===== src/rtl/bhd_pkg.sv =====
// Shared types, widths and register indexes of the binomial half downscaler.
package bhd_pkg;

  localparam int unsigned SRC_W             = 32;
  localparam int unsigned PIX_W             = 24;
  localparam int unsigned CH_W              = 8;
  localparam int unsigned NUM_CH            = 3;
  localparam int unsigned SUM_W             = 12;
  localparam int unsigned RND_W             = 13;
  localparam int unsigned CFG_W             = 10;
  localparam int unsigned CFG_IDX_W         = 2;
  localparam int unsigned CNT_W             = 11;
  localparam int unsigned DEF_MAX_SRC_WIDTH = 2048;

  // Rounding term added before the divide by 16.
  localparam logic [RND_W-1:0] ROUND_BIAS = RND_W'(8);

  typedef logic [PIX_W-1:0] pixel_t;

  // One source column of the 3x3 neighborhood.
  typedef struct packed {
    pixel_t top;
    pixel_t mid;
    pixel_t bot;
  } col_t;

  typedef enum logic [CFG_IDX_W-1:0] {
    REG_OUT_WIDTH  = 2'd0,
    REG_OUT_HEIGHT = 2'd1
  } reg_idx_e;

endpackage


===== src/rtl/bhd_filter.sv =====
// 3x3 binomial kernel (1 2 1 / 2 4 2 / 1 2 1) with rounding, per color channel.
module bhd_filter (
  input  bhd_pkg::col_t   left_i,
  input  bhd_pkg::col_t   center_i,
  input  bhd_pkg::col_t   right_i,
  output bhd_pkg::pixel_t pixel_o
);
  import bhd_pkg::*;

  function automatic logic [SUM_W-1:0] ext(input logic [CH_W-1:0] v);
    return {{(SUM_W-CH_W){1'b0}}, v};
  endfunction

  always_comb begin
    logic [SUM_W-1:0] sum;
    logic [RND_W-1:0] rnd;
    pixel_o = '0;
    for (int ch = 0; ch < NUM_CH; ch++) begin
      sum = ext(left_i.top[ch*CH_W +: CH_W])
          + (ext(left_i.mid[ch*CH_W +: CH_W]) << 1)
          + ext(left_i.bot[ch*CH_W +: CH_W])
          + (ext(center_i.top[ch*CH_W +: CH_W]) << 1)
          + (ext(center_i.mid[ch*CH_W +: CH_W]) << 2)
          + (ext(center_i.bot[ch*CH_W +: CH_W]) << 1)
          + ext(right_i.top[ch*CH_W +: CH_W])
          + (ext(right_i.mid[ch*CH_W +: CH_W]) << 1)
          + ext(right_i.bot[ch*CH_W +: CH_W]);
      rnd = {1'b0, sum} + ROUND_BIAS;
      pixel_o[ch*CH_W +: CH_W] = rnd[4 +: CH_W];
    end
  end

endmodule


===== config.mk =====
export PLATFORM = sky130hd
export DESIGN_NAME = bhd_filter
export DESIGN_NICKNAME = d
export VERILOG_FILES = /design/src/rtl/bhd_pkg.sv /design/src/rtl/bhd_filter.sv
export SDC_FILE = /design/constraint.sdc
export NUM_CORES = 1
export LEC_CHECK = 0
export BUFFER_PORTS_ARGS = -buffer_cell sky130_fd_sc_hd__buf_2
export CORE_ASPECT_RATIO = 1.25
export CORE_MARGIN = 2
export CORE_UTILIZATION = 55
export DETAILED_ROUTE_END_ITERATION = 8
export PLACE_DENSITY = 0.95
export SETUP_SLACK_MARGIN = 0.3
export SYNTH_ARGS = -nofsm -noshare
export SYNTH_HDL_FRONTEND = slang
export SYNTH_SLANG_ARGS = --single-unit

===== constraint.sdc =====
create_clock -name vclk -period 8.4
set_clock_uncertainty 0.05 [all_clocks]
set_input_delay 0.84 -clock vclk [all_inputs]
set_output_delay 0.84 -clock vclk [all_outputs]
set_load 0.02 [all_outputs]

==> summary.txt, run 1 <==
status = finished, final reports clean
RSZ-0062 raised after global routing = no
Initial Util = 56.5%
Port-buffer cells = 240
top cell type's share of synthesized area = 54.3%
layout cells sized above 1 = 30.3%
min Tclk post-route = 6.72 ns
Layout clock buffers = 0
worst relative slew slack = 68.3%
Total GRT Usage = 24.3%
Ports = 240
Avg Cell Area, Syn = 9.66 um^2
Core Area = 10100 um^2
Mapped Cells = 588
hold slack final = 2.24 ns
largest net degree at the start of global routing = 8
row cnt = 41
wire length per cell = 13.6 um
Chip Height = 118 um
DRT antenna net count = 0
diodes inserted = 0
critical path class = in2out
leading area contributor after synthesis = fa_1
Remaining DRCs = 0
CP endpoint = pixel_o[23]
dpl hpwl = 12.7 mm
hold_buf cts = 0
Sequential cell area = 0 um^2
FMAX = 149 MHz
CP required = 7.51 ns
WL final = 13.0 mm
Setup crit start kind = primary input
Hold Vio Cnt, Final = 0
Layout area overhead = 24.0%
kind of end point of the critical path = output pin
# resized after CTS = 0
Max-Cap Viols = 0
Total Nets Final = 1264
First-pass DRT Iterations = 4
Critical Path Start = left_i[40]
syn_nets = 1022
worst-path maximum fanout = 4
Slew @ Worst Pin = 0.470 ns
Die W = 94.9 um
setup TNS = 0 ns
sequential cell area fraction in the yosys report = 0%
Setup Fix Bufs, Post-CTS = 0
routability cong. = 0.825
number of global-route vias before repair = 5271
mapped cell area = 5680 um^2
global-route wire length before repair = 21.7 mm
synth warn = 0
routed vias/inst = 4.82
Synth area leaders = fa_1 54%, inv_1 16%, ha_1 14%
setup violators final = 0
Unique masters post-synth = 35
critical path data arrival time = 5.83 ns
die area = 11200 um^2
vias = 4615
Starting DRT DRC Count = 85
initial antenna violation count = 0
Congestion Overflow GR = 0
Final Cycle Share = 80.0%
final core utilization = 70.0%
FF+latch count = 0
Max Slew Vio Count = 0
Hold Path Class = in2out
==> final cells by class <==
class              count  area (um^2)
inverters            241          905
multi-input cells    347         4780
well taps            129          161
fillers              751         3010
repair buffers       240         1200
==> worst max-delay path, stage by stage <==
cell and delay (ns):
buf_2 0.10, ha_1 0.22, fa_1 0.41, a21o_1 0.17
a21oi_1 0.29, o21ai_0 0.11, nor2b_1 0.16, a21oi_1 0.16
ha_1 0.27, fa_1 0.52, inv_1 0.06, fa_1 0.52
inv_1 0.05, fa_1 0.43, ha_1 0.34, a21o_1 0.20
a221oi_2 0.34, o21bai_1 0.10, a21oi_1 0.19, xor2_1 0.17
buf_2 0.19
==> through the flow <==
stage,cells,setup WS (ns),instance area [um^2]
floorplan,588,2.12,5680
global placement,957,1.84,7040
detailed placement,957,1.70,7040
CTS,957,1.69,7040
global route,957,1.45,7040
finish,957,1.68,7040
==> synth_stat cells (2+ instances only) <==
cell type / count
o211ai_1: 3
ha_1: 64
nand2_1: 9
xnor2_1: 11
a21o_1: 12
nor3_1: 2
o21ai_0: 10
nand2b_1: 6
nand4_1: 2
nand3_1: 2
fa_1: 154
o21ai_2: 2
xor2_1: 17
inv_1: 241
a21oi_1: 20
nor2_1: 8
a211oi_1: 3
o21bai_1: 2
a31oi_1: 3
o41ai_2: 2
==> routing by layer <==
| layer | global-route usage (%) | part of all wire (%) | up-vias |
|---|---|---|---|
| li1 | - | - | 2170 |
| met1 | 24.8 | 31 | 2237 |
| met2 | 49.2 | 59 | 162 |
| met3 | 1.60 | 4.9 | 46 |
| met4 | 8.97 | 4.8 | 0 |
| met5 | 0 | 0 | - |
==> cells in the final DEF, fill, tap and decap left out <==
cell type / Yosys / routed
a211oi_1: 3 / 3
a21o_1: 12 / 12
a21o_2: 1 / 1
a21oi_1: 20 / 20
a221oi_1: 1 / 1
a221oi_2: 1 / 1
a311oi_2: 1 / 1
a31oi_1: 3 / 3
and2_1: 1 / 1
and3_1: 1 / 1
and4_1: 1 / 1
and4_2: 1 / 1
buf_2: 0 / 240
fa_1: 154 / 154
ha_1: 64 / 64
inv_1: 241 / 241
nand2_1: 9 / 9
nand2b_1: 6 / 6
nand3_1: 2 / 2
nand4_1: 2 / 2
nor2_1: 8 / 8
nor2b_1: 1 / 1
nor3_1: 2 / 2
o2111ai_1: 1 / 1
o2111ai_2: 1 / 1
o211ai_1: 3 / 3
o211ai_2: 1 / 1
o21a_1: 1 / 1
o21ai_0: 10 / 10
o21ai_2: 2 / 2
o21bai_1: 2 / 2
o41ai_2: 2 / 2
or2b_2: 1 / 1
or3_1: 1 / 1
xnor2_1: 11 / 11
xor2_1: 17 / 17
==> worst min path at each step <==
stage            startpoint     endpoint  cells after the start
2_1_floorplan   right_i[51]   pixel_o[1]                      3
3_3_place_gp   center_i[31]   pixel_o[7]                      5
3_5_place_dp   center_i[31]   pixel_o[7]                      5
4_1_cts        center_i[31]   pixel_o[7]                      5
5_1_grt        center_i[39]  pixel_o[15]                      5
6_report       center_i[31]   pixel_o[7]                      5
==> kinds of logic (layout without fill, tap and decap cells) <==
family,count (synthesis),in the layout,synth area share (%)
buf+inv,241,481,15.9
fa+ha+maj,218,218,68.4
compound gates,65,65,8.11
simple gates,36,36,3.28
xor+xnor,28,28,4.32
Power of run 1 is not shown: default switching activity piles up to over one toggle a cycle in this logic, so the estimate is an artifact.
==> inputs of run 2 (changes only) <==
- ABC_AREA: default -> 1
- CORE_UTILIZATION: 55 -> 47
- PLACE_DENSITY: 0.95 -> 0.92
- clock period: 8.4 -> 5.9 ns (I/O delays scaled with it)
==> summary.txt, run 2 <==
status = finished, final reports clean
initial antenna violation count = 1
critical path class = in2out
Synth area leaders = fa_1 51%, inv_1 18%, ha_1 13%
Setup Fix Bufs, Post-CTS = 0
dpl hpwl = 13.3 mm
FF+latch count = 0
Multi-input gate area = 4990 um^2
Remaining DRCs = 0
CP required = 5.26 ns
setup violators final = 0
Ports = 240
Core Area = 12600 um^2
hold_buf cts = 0
min Tclk post-route = 5.42 ns
Congestion Overflow GR = 0
Avg Cell Area, Syn = 8.30 um^2
most frequent cells in the layout = 286 x inv_1, 240 x buf_2, 152 x fa_1
Post-Place Worst Slack = 0.273 ns
routability cong. = 0.859
syn_nets = 1159
global-route wire length before repair = 23.0 mm
largest net degree at the start of global routing = 7
Total Nets Final = 1401
wire length per cell = 12.2 um
First-pass DRT Iterations = 4
fill cell count = 1102
mapped cell area = 6020 um^2
sequential cell area fraction in the yosys report = 0%
synth warn = 0
Slew @ Worst Pin = 0.292 ns
Initial Util = 47.7%
FMAX = 184 MHz
Port-buffer cells = 240
leading area contributor after synthesis = fa_1
most common cell after layout, fill and taps aside = inv_1
top cell type's share of synthesized area = 51.2%
worst-path maximum fanout = 3
final std cells w/o fill = 1134
Layout area overhead = 24.3%
vias = 5159
Die W = 105 um
Starting DRT DRC Count = 136
Layout clock buffers = 0
Total GRT Usage = 20.4%
Hold Path Class = in2out
cell count after placement = 1133
Max-Cap Viols = 0
critical path data arrival time = 4.78 ns
Max Slew Vio Count = 0
routed vias/inst = 4.55
RSZ-0062 raised after global routing = no
Unique masters post-synth = 16
worst relative slew slack = 80.5%
Mapped Cells = 725
Setup WS post-layout = 0.476 ns
Chip Height = 130 um
DRT antenna net count = 0
row cnt = 46
Setup crit start kind = primary input
Sequential cell area = 0 um^2
die area = 13700 um^2
number of global-route vias before repair = 5464
kind of end point of the critical path = output pin
Final Cycle Share = 91.9%
layout cells sized above 1 = 26.1%
most common cell in the synthesized netlist = inv_1
Hold Vio Cnt, Final = 0
Post-synth top cells = 286 x inv_1, 154 x fa_1, 109 x nand2_1
setup TNS = 0 ns
WL final = 13.8 mm
Hold Path Depth = 5
## run 2: cell types whose count changed after synthesis, sizes merged, moves of 3 or more
cell / delta
a211oi: -3
a21o: -9
inv: +45
nand2: +100
nand2b: -6
nand3: +20
nand3b: +3
nand4: +6
nor2: +19
o211ai: -4
o21ai: -10
o21bai: +3
xnor2: -7
## run 2: repair_timing
item	CTS	global route
gates resized for setup	1	9
setup endpoints to repair	1	4
pin swaps	0	6
## run 2: layout make-up
cell class         count  share of cell area [%]
diodes                 1                  0.0335
inverters            286                    14.4
multi-input cells    439                    66.7
well taps            168                    2.81
repair buffers       240                    16.1
## run 2: final timing paths
kind,start,to,slack (ns)
min,right_i[51],pixel_o[1],1.70
max,left_i[40],pixel_o[21],0.48
## run 2: cell families (layout without fill, tap and decap cells)
| group | after synthesis | count (layout) | share of synthesized area, % |
|---|---|---|---|
| buffers and inverters | 286 | 526 | 17.8 |
| adder cells (fa/ha/maj) | 218 | 218 | 64.6 |
| AND/OR/NAND/NOR | 169 | 169 | 11.5 |
| AO/OA/AOI/OAI | 33 | 33 | 3.31 |
| XOR/XNOR | 19 | 19 | 2.77 |
| other | 0 | 1 | 0 |
## run 2: per-layer routing
layer / part of all wire, % / GRT usage [%] / vias to the layer above / wire, um
li1: - / - / 2509 / -
met1: 35 / 22.6 / 2458 / 4870
met2: 58 / 42.0 / 162 / 7990
met3: 3.9 / 1.19 / 30 / 543
met4: 3.1 / 5.25 / 0 / 426
met5: 0 / 0 / - / 0
## run 2: per-stage QoR
stage	hold slack, ns	area (um^2)	utilization [%]
after CTS	1.70	7430	58.9
after global routing	1.73	7480	59.3
after floorplan	1.43	6020	-
final	1.70	7480	59.3
after detailed placement	1.70	7430	58.9
after global placement	1.69	7430	58.9
## run 2: worst max-delay path, cell delays in order
cell     delay, ns
buf_2         0.10
ha_2          0.20
fa_2          0.44
xor2_2        0.20
fa_1          0.55
fa_1          0.45
fa_1          0.52
inv_1         0.05
fa_1          0.49
nor2_1        0.06
nand2_1       0.06
inv_1         0.05
fa_2          0.35
nand3_1       0.10
nand2_2       0.09
a21oi_2       0.16
xnor2_1       0.14
buf_2         0.19
Power of run 2 is left out for the same reason.
==> inputs of run 3 (changes only) <==
- BUFFER_PORTS_ARGS: -buffer_cell sky130_fd_sc_hd__buf_2 -> default
- CORE_UTILIZATION: 47 -> 55
- DONT_BUFFER_PORTS: default -> 1
- PLACE_DENSITY: 0.92 -> 0.84
==> summary.txt, run 3 (synthesis results as in run 2) <==
critical path data arrival time = 4.80 ns
Total Nets Final = 1161
FF+latch count = 0
cell count after placement = 857
layout cells sized above 1 = 0.414%
worst-path maximum fanout = 3
die area = 11800 um^2
First-pass DRT Iterations = 6
Chip Height = 121 um
highest metal layer with signal wires = met4
Core Area = 10600 um^2
wire length per cell = 13.6 um
WL met1 = 4.28 mm
kind of end point of the critical path = output pin
Starting DRT DRC Count = 121
Max stage delay cell, worst path = fa_1
Layout clock buffers = 0
Total GRT Usage = 20.3%
vias = 4194
setup violators final = 0
WL final = 11.6 mm
Slew @ Worst Pin = 0.581 ns
Hold Path Class = in2out
min Tclk post-route = 5.44 ns
fill cell count = 959
Die W = 97.5 um
CP required = 5.26 ns
critical path class = in2out
met2 WL post-DR = 6.52 mm
Remaining DRCs = 0
diodes inserted = 0
hold_buf cts = 0
Congestion Overflow GR = 0
dpl hpwl = 11.4 mm
status = finished, final reports clean
final std cells w/o fill = 857
Initial Util = 56.7%
Final Cycle Share = 92.3%
worst relative slew slack = 61.0%
RSZ-0062 raised after global routing = yes
row cnt = 42
Hold Vio Cnt, Final = 0
Ports = 240
setup TNS = 0 ns
FMAX = 184 MHz
most common cell after layout, fill and taps aside = inv_1
DRT antenna net count = 0
Layout area overhead = 2.87%
Top cell by count, worst path = fa_1
Max Slew Vio Count = 0
routability cong. = 0.873
largest net degree at the start of global routing = 7
Max-Cap Viols = 0
Setup crit start kind = primary input
global-route wire length before repair = 19.5 mm
Final Cell Area = 6190 um^2
CP cell instances = ha_1, fa_1, xor2_1, fa_1, fa_1, fa_1, inv_1, fa_1, nor2_1, nand2_1, inv_1, fa_1, nand3_1, nand2_1, a21oi_1, xnor2_2
most frequent cells in the layout = 286 x inv_1, 154 x fa_1, 109 x nand2_1
WL met3 = 574 um
number of global-route vias before repair = 4504
routed vias/inst = 4.89
Critical Path Max Stage Delay = 0.54 ns
initial antenna violation count = 0
Sequential cell area = 0 um^2
Port-buffer cells = 0
placed cell area = 6180 um^2
## run 3: layer usage
metal	vias to the layer above	track usage, %
met2	154	39.8
met5	-	0
met4	0	3.73
met3	20	2.02
li1	2036	-
met1	1984	24.2
## run 3: final cells by class
class	count	area, um^2	share of cell area, %
inverter	286	1070	17.3
tap	132	165	2.67
multi-input combinational	439	4950	80.0
## run 3: worst paths after layout
check / endpoint / depth (start not counted) / slack (ns) / startpoint
worst min-delay path: pixel_o[1] / 3 / 1.49 / right_i[51]
worst max-delay path: pixel_o[21] / 16 / 0.46 / left_i[40]
## run 3: critical path, delay by kind of cell
family	cells	cell delay, ns
adders and majority gates	7	3.12
buffers and inverters	2	0.10
AOI/OAI and AO/OA	1	0.24
xor gates and xnor gates	2	0.43
and+or+nand+nor	4	0.31
## run 3: per-stage QoR
step	util [%]	hold WS, ns	setup WS [ns]
5_1_grt	58.3	1.51	0.269
6_report	58.3	1.49	0.457
3_5_place_dp	58.2	1.48	0.423
4_1_cts	58.2	1.48	0.414
2_1_floorplan	-	1.43	0.727
3_3_place_gp	58.2	1.48	0.590
## run 3: timing repair
item,in CTS,in global routing
endpoints found under the setup margin,0,2
resized for setup,0,1
buffers inserted,0,0
Power of run 3 is left out for the same reason.
